`config.mk`:
```
export PLATFORM = sky130hd
export DESIGN_NAME = partial_fraction_rational_eval_top
export DESIGN_NICKNAME = d
export VERILOG_FILES = /design/src/pfre_pkg.sv /design/src/pfre_ctrl.sv /design/src/pfre_dp.sv /design/src/partial_fraction_rational_eval_top.sv
export VERILOG_INCLUDE_DIRS = /design/src /design/src/src
export SDC_FILE = /design/constraint.sdc
export NUM_CORES = 2
export LEC_CHECK = 0
export BUFFER_PORTS_ARGS = -buffer_cell sky130_fd_sc_hd__buf_2
export CORE_MARGIN = 3
export CORE_UTILIZATION = 28
export CTS_CLUSTER_SIZE = 40
export DETAILED_ROUTE_END_ITERATION = 12
export GPL_TIMING_DRIVEN = 0
export HOLD_SLACK_MARGIN = 0.06
export PLACE_DENSITY = 0.48
export SETUP_SLACK_MARGIN = 0.05
export SLEW_MARGIN = 10
export SYNTH_ARGS = -nofsm -noshare
export SYNTH_HDL_FRONTEND = slang
export SYNTH_HIERARCHICAL = 1
export SYNTH_SLANG_ARGS = --single-unit
```
`constraint.sdc`:
```
create_clock -name clk -period 8.06 [get_ports clk]
set_input_delay 0.806 -clock clk [delete_from_list [all_inputs] [get_ports clk]]
set_output_delay 0.806 -clock clk [all_outputs]
set_load 0.01 [all_outputs]
```
`src/partial_fraction_rational_eval_top_macros.svh`:
```
// Assertion macros for the partial-fraction evaluator RTL.
`ifndef PARTIAL_FRACTION_RATIONAL_EVAL_TOP_MACROS_SVH
`define PARTIAL_FRACTION_RATIONAL_EVAL_TOP_MACROS_SVH
`ifndef SYNTH
`define PFRE_ASSERT(lbl, prop) \
    lbl: assert property (@(posedge clk) disable iff (!rst_n) prop) \
        else $error("pfre assertion failed");
`define PFRE_ASSERT_IMP(lbl, ante, cons) \
    lbl: assert property (@(posedge clk) disable iff (!rst_n) (ante) |-> (cons)) \
        else $error("pfre assertion failed");
`else
`define PFRE_ASSERT(lbl, prop)
`define PFRE_ASSERT_IMP(lbl, ante, cons)
`endif
`endif

```
`src/pfre_pkg.sv`:
```
// Types and constants shared by the partial-fraction evaluator modules.
package pfre_pkg;

    localparam int MAX_POLES = 16;
    localparam int FRAC_BITS = 16;
    localparam int Q_W       = 32;
    localparam int PCNT_W    = 5;
    localparam int TBL_AW    = $clog2(MAX_POLES);
    localparam int LIM_W     = $clog2(MAX_POLES + 1);
    localparam int NUM_W     = Q_W + FRAC_BITS;
    localparam int DEN_W     = Q_W + 1;
    localparam int BIT_W     = $clog2(NUM_W);
    localparam int ACC_W     = Q_W + LIM_W + 1;
    localparam int IDX_W     = 4;
    localparam int IN_W      = ((IDX_W + 3 * Q_W + 7) / 8) * 8;
    localparam int CFG_AW    = 1;

    localparam logic [CFG_AW-1:0] CFG_POLE_COUNT = 1'b0;
    localparam logic [CFG_AW-1:0] CFG_NORM       = 1'b1;

    typedef enum logic
    {
        OP_LOAD = 1'b0,
        OP_EVAL = 1'b1
    } op_t;

    typedef enum logic [2:0]
    {
        ST_IDLE,
        ST_FETCH,
        ST_SETUP,
        ST_DIV,
        ST_ACCUM,
        ST_FINISH
    } state_t;

    typedef struct packed
    {
        logic              load_we;
        logic              eval_start;
        logic              fetch;
        logic              setup;
        logic              div_step;
        logic              accum;
        logic              finish;
        logic [TBL_AW-1:0] rd_addr;
    } cmd_t;

    typedef struct packed
    {
        logic             out_busy;
        logic [LIM_W-1:0] pole_lim;
    } stat_t;

endpackage

```
`src/pfre_ctrl.sv`:
```
// Sequencer for the partial-fraction evaluator: walks poles and divider steps.
`include "partial_fraction_rational_eval_top_macros.svh"
module pfre_ctrl
    import pfre_pkg::*;
(
    input  logic  clk,
    input  logic  rst_n,
    input  logic  in_valid,
    input  op_t   in_op,
    output logic  in_ready,
    input  stat_t stat,
    output cmd_t  cmd
);

    state_t           state_reg, state_next;
    logic [LIM_W-1:0] k_reg, k_next;
    logic [BIT_W-1:0] bit_reg, bit_next;
    logic [LIM_W-1:0] k_inc;

    assign k_inc = k_reg + LIM_W'(1);

    always_ff @(posedge clk or negedge rst_n)
    begin
        if (!rst_n)
        begin
            state_reg <= ST_IDLE;
            k_reg     <= '0;
            bit_reg   <= '0;
        end
        else
        begin
            state_reg <= state_next;
            k_reg     <= k_next;
            bit_reg   <= bit_next;
        end
    end

    always_comb
    begin
        state_next  = state_reg;
        k_next      = k_reg;
        bit_next    = bit_reg;
        in_ready    = 1'b0;
        cmd         = '0;
        cmd.rd_addr = k_reg[TBL_AW-1:0];
        unique case (state_reg)
            ST_IDLE:
            begin
                in_ready = 1'b1;
                if (in_valid)
                begin
                    if (in_op == OP_LOAD)
                    begin
                        cmd.load_we = 1'b1;
                    end
                    else
                    begin
                        cmd.eval_start = 1'b1;
                        k_next         = '0;
                        if (stat.pole_lim == '0)
                            state_next = ST_FINISH;
                        else
                            state_next = ST_FETCH;
                    end
                end
            end
            ST_FETCH:
            begin
                cmd.fetch  = 1'b1;
                state_next = ST_SETUP;
            end
            ST_SETUP:
            begin
                cmd.setup  = 1'b1;
                bit_next   = '0;
                state_next = ST_DIV;
            end
            ST_DIV:
            begin
                cmd.div_step = 1'b1;
                bit_next     = bit_reg + BIT_W'(1);
                if (bit_reg == BIT_W'(NUM_W - 1))
                    state_next = ST_ACCUM;
            end
            ST_ACCUM:
            begin
                cmd.accum = 1'b1;
                k_next    = k_inc;
                if (k_inc == stat.pole_lim)
                    state_next = ST_FINISH;
                else
                    state_next = ST_FETCH;
            end
            ST_FINISH:
            begin
                // The result register must be free before the sum is written out.
                if (!stat.out_busy)
                begin
                    cmd.finish = 1'b1;
                    state_next = ST_IDLE;
                end
            end
            default:
            begin
                state_next = ST_IDLE;
            end
        endcase
    end

    `PFRE_ASSERT_IMP(a_finish_free, cmd.finish, !stat.out_busy)
    `PFRE_ASSERT(a_start_leaves_idle, cmd.eval_start |=> (state_reg != ST_IDLE))
    `PFRE_ASSERT_IMP(a_accum_after_div, state_reg == ST_ACCUM, $past(state_reg) == ST_DIV)

endmodule

```
`src/pfre_dp.sv`:
```
// Datapath: coefficient tables, config registers, serial divider and accumulator.
module pfre_dp
    import pfre_pkg::*;
(
    input  logic              clk,
    input  logic              rst_n,
    input  cmd_t              cmd,
    output stat_t             stat,
    input  logic              cfg_valid,
    input  logic [CFG_AW-1:0] cfg_index,
    input  logic [Q_W-1:0]    cfg_data,
    input  logic [IDX_W-1:0]  in_index,
    input  logic [Q_W-1:0]    in_residue,
    input  logic [Q_W-1:0]    in_pole_shift,
    input  logic [Q_W-1:0]    in_x,
    output logic              out_valid,
    input  logic              out_ready,
    output logic [Q_W-1:0]    out_y,
    output logic              out_saturated,
    output logic              out_div_zero
);

    localparam logic [NUM_W-1:0] TERM_POS_MAX = NUM_W'({1'b0, {(Q_W-1){1'b1}}});
    localparam logic [NUM_W-1:0] TERM_NEG_MAX = NUM_W'({1'b1, {(Q_W-1){1'b0}}});
    localparam logic [Q_W-1:0]   Q_MAX_V      = {1'b0, {(Q_W-1){1'b1}}};
    localparam logic [Q_W-1:0]   Q_MIN_V      = {1'b1, {(Q_W-1){1'b0}}};

    logic [Q_W-1:0] res_mem  [MAX_POLES];
    logic [Q_W-1:0] pole_mem [MAX_POLES];

    logic [PCNT_W-1:0] pole_count_reg;
    logic [Q_W-1:0]    norm_reg;
    logic [Q_W-1:0]    x_reg;
    logic [Q_W-1:0]    res_rd_reg;
    logic [Q_W-1:0]    pole_rd_reg;
    logic [NUM_W-1:0]  quo_reg;
    logic [DEN_W-1:0]  rem_reg;
    logic [DEN_W-1:0]  dmag_reg;
    logic              neg_reg;
    logic              dz_term_reg;
    logic              r_zero_reg;
    logic              r_neg_reg;
    logic signed [ACC_W-1:0] acc_reg;
    logic              sat_reg;
    logic              dz_reg;
    logic              out_valid_reg;
    logic [Q_W-1:0]    y_reg;
    logic              out_sat_reg;
    logic              out_dz_reg;

    logic signed [DEN_W-1:0] den;
    logic [DEN_W-1:0]        den_mag;
    logic [Q_W-1:0]          r_mag;
    logic [DEN_W:0]          rem_sh;
    logic [DEN_W+1:0]        diff;
    logic [Q_W-1:0]          term;
    logic                    term_sat;
    logic                    acc_hi;
    logic                    acc_lo;
    logic [LIM_W-1:0]        pole_lim;

    // Configuration registers.
    always_ff @(posedge clk or negedge rst_n)
    begin
        if (!rst_n)
        begin
            pole_count_reg <= PCNT_W'(1);
            norm_reg       <= '0;
        end
        else if (cfg_valid)
        begin
            unique case (cfg_index)
                CFG_POLE_COUNT: pole_count_reg <= cfg_data[PCNT_W-1:0];
                CFG_NORM:       norm_reg       <= cfg_data;
                default:        ;
            endcase
        end
    end

    always_comb
    begin
        if (int'(pole_count_reg) > MAX_POLES)
            pole_lim = LIM_W'(MAX_POLES);
        else
            pole_lim = LIM_W'(pole_count_reg);
    end

    assign stat.pole_lim = pole_lim;
    assign stat.out_busy = out_valid_reg && !out_ready;

    // Coefficient tables, one write and one registered read port each.
    always_ff @(posedge clk)
    begin
        if (cmd.load_we)
        begin
            res_mem[in_index[TBL_AW-1:0]]  <= in_residue;
            pole_mem[in_index[TBL_AW-1:0]] <= in_pole_shift;
        end
        if (cmd.fetch)
        begin
            res_rd_reg  <= res_mem[cmd.rd_addr];
            pole_rd_reg <= pole_mem[cmd.rd_addr];
        end
    end

    always_comb
    begin
        den     = $signed({x_reg[Q_W-1], x_reg}) + $signed({pole_rd_reg[Q_W-1], pole_rd_reg});
        den_mag = den[DEN_W-1] ? DEN_W'(-den) : DEN_W'(den);
        r_mag   = res_rd_reg[Q_W-1] ? (~res_rd_reg + Q_W'(1)) : res_rd_reg;
        rem_sh  = {rem_reg, quo_reg[NUM_W-1]};
        diff    = {1'b0, rem_sh} - {2'b00, dmag_reg};
    end

    // Term selection: sign and clip the quotient; a zero divisor gives 0 or a bound.
    always_comb
    begin
        term_sat = 1'b0;
        if (dz_term_reg)
        begin
            term_sat = !r_zero_reg;
            if (r_zero_reg)
                term = '0;
            else if (r_neg_reg)
                term = Q_MIN_V;
            else
                term = Q_MAX_V;
        end
        else if (!neg_reg)
        begin
            if (quo_reg > TERM_POS_MAX)
            begin
                term     = Q_MAX_V;
                term_sat = 1'b1;
            end
            else
            begin
                term = quo_reg[Q_W-1:0];
            end
        end
        else
        begin
            if (quo_reg > TERM_NEG_MAX)
            begin
                term     = Q_MIN_V;
                term_sat = 1'b1;
            end
            else
            begin
                term = ~quo_reg[Q_W-1:0] + Q_W'(1);
            end
        end
    end

    assign acc_hi = acc_reg > $signed(ACC_W'($signed(Q_MAX_V)));
    assign acc_lo = acc_reg < $signed(ACC_W'($signed(Q_MIN_V)));

    always_ff @(posedge clk)
    begin
        if (cmd.eval_start)
        begin
            x_reg   <= in_x;
            acc_reg <= ACC_W'($signed(norm_reg));
            sat_reg <= 1'b0;
            dz_reg  <= 1'b0;
        end
        if (cmd.setup)
        begin
            quo_reg     <= {r_mag, {FRAC_BITS{1'b0}}};
            rem_reg     <= '0;
            dmag_reg    <= den_mag;
            neg_reg     <= res_rd_reg[Q_W-1] ^ den[DEN_W-1];
            dz_term_reg <= (den == '0);
            r_zero_reg  <= (res_rd_reg == '0);
            r_neg_reg   <= res_rd_reg[Q_W-1];
        end
        if (cmd.div_step)
        begin
            // One restoring step: a borrow means the divisor did not fit.
            if (!diff[DEN_W+1])
            begin
                rem_reg <= diff[DEN_W-1:0];
                quo_reg <= {quo_reg[NUM_W-2:0], 1'b1};
            end
            else
            begin
                rem_reg <= rem_sh[DEN_W-1:0];
                quo_reg <= {quo_reg[NUM_W-2:0], 1'b0};
            end
        end
        if (cmd.accum)
        begin
            acc_reg <= acc_reg + ACC_W'($signed(term));
            sat_reg <= sat_reg | term_sat;
            dz_reg  <= dz_reg | dz_term_reg;
        end
    end

    always_ff @(posedge clk or negedge rst_n)
    begin
        if (!rst_n)
            out_valid_reg <= 1'b0;
        else if (cmd.finish)
            out_valid_reg <= 1'b1;
        else if (out_ready)
            out_valid_reg <= 1'b0;
    end

    always_ff @(posedge clk)
    begin
        if (cmd.finish)
        begin
            if (acc_hi)
                y_reg <= Q_MAX_V;
            else if (acc_lo)
                y_reg <= Q_MIN_V;
            else
                y_reg <= acc_reg[Q_W-1:0];
            out_sat_reg <= sat_reg | acc_hi | acc_lo;
            out_dz_reg  <= dz_reg;
        end
    end

    assign out_valid     = out_valid_reg;
    assign out_y         = y_reg;
    assign out_saturated = out_sat_reg;
    assign out_div_zero  = out_dz_reg;

endmodule

```
`src/partial_fraction_rational_eval_top.sv`:
```
// Top level of the partial-fraction rational evaluator.
// Computes y = norm + sum of residue[k] / (x + pole[k]) for k below n in
// signed Q16.16. A load word (tuser 0) writes one residue/pole pair and gives no
// result. An evaluate word (tuser 1) walks n poles, n being pole_count limited to
// 16: per pole one table read, one setup step, a one-bit-per-cycle restoring
// divider over the 48-bit quotient and one accumulate step. The divider sets
// the rate. One word is worked on at a time; a finished result waits in the output
// register while the next word is accepted. Configuration writes are always taken.
module partial_fraction_rational_eval_top
    import pfre_pkg::*;
(
    input  logic              clk,
    input  logic              rst_n,
    input  logic              s_axis_tvalid,
    output logic              s_axis_tready,
    // index [3:0], residue [35:4], pole_shift [67:36], x [99:68], zero pad above
    input  logic [IN_W-1:0]   s_axis_tdata,
    // operation [0]
    input  logic              s_axis_tuser,
    output logic              m_axis_tvalid,
    input  logic              m_axis_tready,
    // y [31:0]
    output logic [Q_W-1:0]    m_axis_tdata,
    // saturated [0], div_zero [1]
    output logic [1:0]        m_axis_tuser,
    input  logic              cfg_valid,
    output logic              cfg_ready,
    input  logic [CFG_AW-1:0] cfg_index,
    input  logic [Q_W-1:0]    cfg_data
);

    localparam int RES_LO  = IDX_W;
    localparam int POLE_LO = IDX_W + Q_W;
    localparam int X_LO    = IDX_W + 2 * Q_W;

    cmd_t  cmd;
    stat_t stat;
    op_t   in_op;

    assign in_op     = op_t'(s_axis_tuser);
    assign cfg_ready = 1'b1;

    pfre_ctrl u_ctrl
    (
        .clk      (clk),
        .rst_n    (rst_n),
        .in_valid (s_axis_tvalid),
        .in_op    (in_op),
        .in_ready (s_axis_tready),
        .stat     (stat),
        .cmd      (cmd)
    );

    pfre_dp u_dp
    (
        .clk           (clk),
        .rst_n         (rst_n),
        .cmd           (cmd),
        .stat          (stat),
        .cfg_valid     (cfg_valid),
        .cfg_index     (cfg_index),
        .cfg_data      (cfg_data),
        .in_index      (s_axis_tdata[IDX_W-1:0]),
        .in_residue    (s_axis_tdata[RES_LO +: Q_W]),
        .in_pole_shift (s_axis_tdata[POLE_LO +: Q_W]),
        .in_x          (s_axis_tdata[X_LO +: Q_W]),
        .out_valid     (m_axis_tvalid),
        .out_ready     (m_axis_tready),
        .out_y         (m_axis_tdata),
        .out_saturated (m_axis_tuser[0]),
        .out_div_zero  (m_axis_tuser[1])
    );

endmodule
```
# --- After elaboration in Yosys (flattened, before gate mapping) ---
# Memory sizes are Yosys's and may differ from the RTL's. A register that Yosys moved wholly into a read port is not among the register bits.
# Cells that the tools add are included.
totals:
  inputBits: 143
  ramBits: 1024
  n_memories: 2
  latch_bits: 0
  ff_bits: 276
  word_cells: 122
  rom_bits: 0
mem_list:
  columns: ["name", "depth", "width", "read_ports", "rd_ports_with_merged_regs", "write_ports", "line_no", "text"]
  rows:
  - ["u_dp.pole_mem", 16, 32, 1, 1, 1, "pfre_dp.sv:29", "logic [Q_W-1:0] pole_mem [MAX_POLES];"]
  - ["u_dp.res_mem", 16, 32, 1, 1, 1, "pfre_dp.sv:28", "logic [Q_W-1:0] res_mem [MAX_POLES];"]
op_classes:
  mul: 0
  n_eq_ne: 11
  n_lt_le_gt_ge: 5
  bitwise_logic: 8
  div_mod_pow: 0
  reduce_logical: 16
  n_shift: 0
  muxes: 51
  add_sub_neg: 8
op_table:
  columns: ["operator", "n"]
  rows:
  - ["$mux 32", 9]
  - ["$mux 33", 3]
  - ["$mux 48", 2]
  - ["$mux 38", 2]
  - ["$add 32x1->32 const B", 2]
  - ["$not 32->32", 2]
  - ["$gt 48x31->1 const B", 1]
  - ["$gt 48x32->1 const B", 1]
  - ["$add 38x32->38", 1]
  - ["$gt 38x32->1 const B", 1]
  - ["$lt 38x32->1 const B", 1]
  - ["$sub 34x33->35", 1]
  - ["$add 32x32->33", 1]
  - ["$logic_not 33->1", 1]
  - ["$neg 33->33", 1]
  - ["$logic_not 32->1", 1]
  - ["$mux 1", 21]
  - ["$mux 3", 6]
  - ["$pmux 3 s6", 1]
  - ["$mux 5", 3]
  - ["$pmux 6 s2", 1]
  - ["$pmux 5 s2", 1]
  - ["$reduce_bool 2->1", 5]
  - ["$add 6x1->6 const B", 1]
  - ["20 further kinds", 30]

# --- Longest topological paths before layout ---
logic_depth:
  word_depth: 7
  mapped_depth: 24
  depth_no_buf: 22

# --- By module ---
# The synthesis kept the hierarchy.
modules_own_cells:
  columns: ["mod", "cells_each", "area_each_um2", "n_inst"]
  rows:
  - ["pfre_dp", 3335, 58147.0, 1]
  - ["pfre_ctrl", 103, 920.9, 1]
  - ["partial_fraction_rational_eval_top", 2, 11.3, 1]

# --- Worst setup path after synthesis ---
# No wires, ideal clock.
synth_timing:
  path_type: "reg2reg"
  startpoint: "register u_ctrl.state_reg[2]"
  endpoint: "memory u_dp.pole_mem[0][0], enable pin"
  path_stages_with_launch: 6
  slack_ns: 1.480
  setup_time_ns: 0.565
  path_buffers: 1
  synth_period_minus_slack_ns: 6.580
  arrival_ns: 6.015
  cell_sequence: "dfrtp_1 buf_4 nor3_1 and3b_1 or3b_2 nor3_1"
synth_rtl:
  columns: ["item", "line_no", "text"]
  rows:
  - ["from (decl)", "pfre_ctrl.sv:15", "state_t state_reg, state_next;"]
  - ["from (signal assigned)", "pfre_ctrl.sv:32", "state_reg <= state_next;"]
  - ["to (decl)", "pfre_dp.sv:29", null]

# --- Worst setup path in the final report ---
layout_timing:
  startpoint: "register u_dp.quo_reg[0]"
  endpoint: "register u_dp.acc_reg[36] (data pin)"
layout_between:
  elab_chain_cells: 7
layout_rtl:
  columns: ["item", "line_no", "text"]
  rows:
  - ["from (decl)", "pfre_dp.sv:36", "logic [NUM_W-1:0] quo_reg;"]
  - ["from (signal assigned)", "pfre_dp.sv:169", "quo_reg <= {r_mag, {FRAC_BITS{1'b0}}};"]
  - ["from (signal assigned)", "pfre_dp.sv:183", "quo_reg <= {quo_reg[NUM_W-2:0], 1'b1};"]
  - ["from (signal assigned)", "pfre_dp.sv:188", "quo_reg <= {quo_reg[NUM_W-2:0], 1'b0};"]
  - ["$not 32->32", "pfre_dp.sv:150", "term = ~quo_reg[Q_W-1:0] + Q_W'(1);"]
  - ["$add 32x1->32", "pfre_dp.sv:150", null]
  - ["$mux 32", "pfre_dp.sv:143", "if (quo_reg > TERM_NEG_MAX)"]
  - ["$mux 32 *", "pfre_dp.sv:129", "else if (!neg_reg)"]
  - ["$mux 32 *", "pfre_dp.sv:119", "if (dz_term_reg)"]
  - ["$add 38x32->38 *", "pfre_dp.sv:193", "acc_reg <= acc_reg + ACC_W'($signed(term));"]
  - ["$mux 38 *", "pfre_dp.sv:191", "if (cmd.accum)"]
  - ["to (signal assigned)", "pfre_dp.sv:163", "acc_reg <= ACC_W'($signed(norm_reg));"]
  - ["to (signal assigned)", "pfre_dp.sv:193", null]
  - ["to (decl)", "pfre_dp.sv:43", "logic signed [ACC_W-1:0] acc_reg;"]
# Mark *: on every way between the ends. The rest lies on a longest branch, timed or not.
# A chain may end at the register's enable or synchronous reset.

==> key figures <==
STA
  • Final setup viols: 0
  • RSZ-0062 raised after global routing: no
  • Final hold slack: 233 ps
  • Final hold vios: 0
  • FMAX: 0.152 GHz
  • Minimum clock period: 6580 ps
  • Slew margin rel.: 0.197
  • Period utilization: 0.817
  • Slew @ Worst Pin: 1200 ps
  • Final setup TNS: 0 ps
  • Slew Viols, Final: 0
  • Clock Skew: 40.1 ps

Place
  • Final GP Congestion: 0.838
  • IO buf count: 174
  • DP Wirelength: 112000 um
  • Cell Area, Placed: 65100 um^2

Floorplan
  • Initial Util: 0.283
  • Die Y: 465 um
  • IO Count: 180
  • Row cnt: 167
  • Floorplan die width: 465 um
  • Core Box Area: 209000 um^2
  • Full die area: 217000 um^2

Yosys
  • Yosys cell types: 95
  • Synth area leaders: edfxtp_1, mux4_2, ha_1
  • Main flop type after synthesis: edfxtp_1
  • Post-synthesis area per instance: 17.2 um^2
  • Number of synthesized flops with an enable pin: 1312
  • Post-Synthesis Cells: 3440
  • Synth Cell Area: 59100 um^2
  • Post-synth top cells: edfxtp_1, mux4_2, nand2_1
  • Yosys warning count: 6
  • Synth async-reset ratio: 0.0381
  • Most common cell in the netlist: edfxtp_1
  • Synthesized flop and latch total: 1364
  • Area share of the largest cell type after synthesis: 0.667
  • Register area share after synthesis: 0.689
  • Largest area contributor in the synthesized netlist: edfxtp_1
  • Syn_nets: 3694

Finish
  • Final Instance Area: 69900 um^2
  • Share of cells above drive strength 1: 0.234
  • Fin nets: 4119
  • P&R area growth vs syn: 18.2%

Worst setup path
  • Arrival time at the worst endpoint: 7100 ps
  • CP bufs+invs: 4
  • Slowest CP cell: nor3b_1
  • Largest stage delay on the critical path: 510 ps
  • R2R depth: 24
  • Crit end category: flop
  • Critical Path Source: u_dp/quo_reg[0]
  • Crit Path Max Fanout: 10
  • Setup slack, reg-to-reg: 1480 ps
  • Levels on crit path: 24
  • RR Endpoint: u_dp/acc_reg[36]
  • Reg2reg start: u_dp/quo_reg[0]
  • Critical path class: flop to flop
  • Worst setup path end: u_dp/acc_reg[36]
  • CP Cell Sequence: inv_1, ha_1, nor3b_1, nand3_1, o31ai_1, nand2b_1, clkbuf_1, inv_2, nand2_1, clkbuf_1, o31ai_1, a21oi_1, nor2_1, ha_1, nor2b_1, o21a_1, o21ai_0, a21o_1, a21oi_1, o21ai_0, a21boi_0, o2111ai_1, nand3_1, a31o_2
  • Critical Path Start Type: flop
  • CP Data Required Time: 8580 ps
  • Family with the most delay on the worst path: compound AO/OA/AOI/OAI gates

Detailed routing
  • Drt pass-1 iters: 7
  • Number of DRC markers in iteration 0: 2556
  • Routed WL: 158000 um
  • Vias: 32800
  • Drt wl/cell: 23.4 um
  • Antenna-violating nets left: 0
  • DR vias/cell: 4.84
  • DRC viols: 0

Clock network
  • Longest Clk Path Bufs: 3
  • CTS root buf: clkbuf_16
  • CTS tree: built
  • H-tree depth: 4
  • Number of buffers created by CTS: 147
  • Clock transition at the registers of the reported paths: 60 ps
  • Clk_lat worst skew: 780 ps
  • Clock Sinks: 1364
  • Resize count post-CTS: 0
  • Post-CTS setup buffer count: 0

Power and ir drop
  • Leak: 0.0233 uW
  • P per Cell Area: 249 nW/um^2
  • VDD IR max: 0.216 mV

Global routing
  • Global-route wire length before repair: 231000 um
  • GRT overflow: 0
  • GRT Util Overall: 0.144
  • Vias in the first global route: 32700
  • Antenna violations before repair: 31
  • Pin count of the biggest net entering global routing: 52

Job
  • Max_cap viols: 0

Min path
  • HP Class: input pin to flop

Status
  • Status: finished clean
cell usage in the layout (no fill, tap or decap), drive strengths merged, types with 94 or more instances in the layout:
master and count:
clkbuf 306, ha 108, mux4 320, buf 312, a21o 94, o21ai 142
nand2 201, nor2 107, edfxtp 1312, a21oi 167, inv 97
area by class of cell:
type | count | area, um^2
diodes | 7 | 17.5
plain buffers | 152 | 619
clock buffers | 191 | 3950
clock inverters | 77 | 800
fillers | 20100 | 139000
inverters | 96 | 360
multi-input cells | 1828 | 17500
flip-flops and latches | 1364 | 40700
well taps | 2788 | 3490
repair buffers | 276 | 2390
worst reg2reg max path, cell delays in order, from the launching register on:
cell and delay, ps:
edfxtp_1 450, inv_1 110, ha_1 190, nor3b_1 510, nand3_1 350, o31ai_1 280
nand2b_1 90, clkbuf_1 240, inv_2 170, nand2_1 260, clkbuf_1 370, o31ai_1 270
a21oi_1 70, nor2_1 120, ha_1 290, nor2b_1 150, o21a_1 170, o21ai_0 460
a21o_1 210, a21oi_1 140, o21ai_0 500, a21boi_0 310, o2111ai_1 310, nand3_1 110
a31o_2 230
cell families (layout without fill, tap and decap cells):
group	count (synthesis)	count (layout)	synth area share
buffers and inverters	248	792	0.0165
multiplexers	388	388	0.135
AND/OR/NAND/NOR	595	595	0.0508
AO/OA/AOI/OAI	590	590	0.0636
other	1	8	0.0000635
XOR/XNOR	143	143	0.0214
adder cells (fa/ha/maj)	111	111	0.0239
flip-flops	1364	1364	0.689
where the power goes:
part           switching (uW)  internal [uW]  total, uW
Sequential                267           8240       8500
Combinational            1390            911       2300
Clock                    2810           3810       6620
through the flow:
stage / std cells / total power [uW] / worst slack [ps] / util
floorplan: 3440 / 10200 / 1480 / -
global placement: 6402 / 10900 / -6040 / 0.304
detailed placement: 6503 / 10900 / 1550 / 0.312
CTS: 6772 / 17600 / 1550 / 0.335
global route: 6774 / 18300 / 949 / 0.335
finish: 6779 / 17400 / 1480 / 0.335
what timing repair did:
item	CTS	global route
endpoints found under the hold margin	8	0
endpoints found under the setup margin	0	0
hold buffers	1	0
worst min path at each step:
stage	endpoint	slack (ps)	startpoint	depth (start not counted)
2_1_floorplan	u_dp/out_div_zero	430	u_dp/dz_reg	0
3_3_place_gp	u_dp/out_div_zero	450	u_dp/dz_reg	0
3_5_place_dp	u_dp/out_div_zero	460	u_dp/dz_reg	0
4_1_cts	u_dp/x_reg[15]	170	s_axis_tdata[83]	1
5_1_grt	u_dp/x_reg[28]	180	s_axis_tdata[96]	1
6_report	u_dp/x_reg[15]	230	s_axis_tdata[83]	1
layer usage:
| metal | track usage | part of all wire | vias to the layer above |
|---|---|---|---|
| li1 | - | - | 14700 |
| met1 | 0.194 | 0.44 | 17100 |
| met2 | 0.241 | 0.49 | 774 |
| met3 | 0.0258 | 0.047 | 209 |
| met4 | 0.0324 | 0.020 | 8 |
| met5 | 0 | 0.00030 | - |
(Power assumes the default switching activity.)
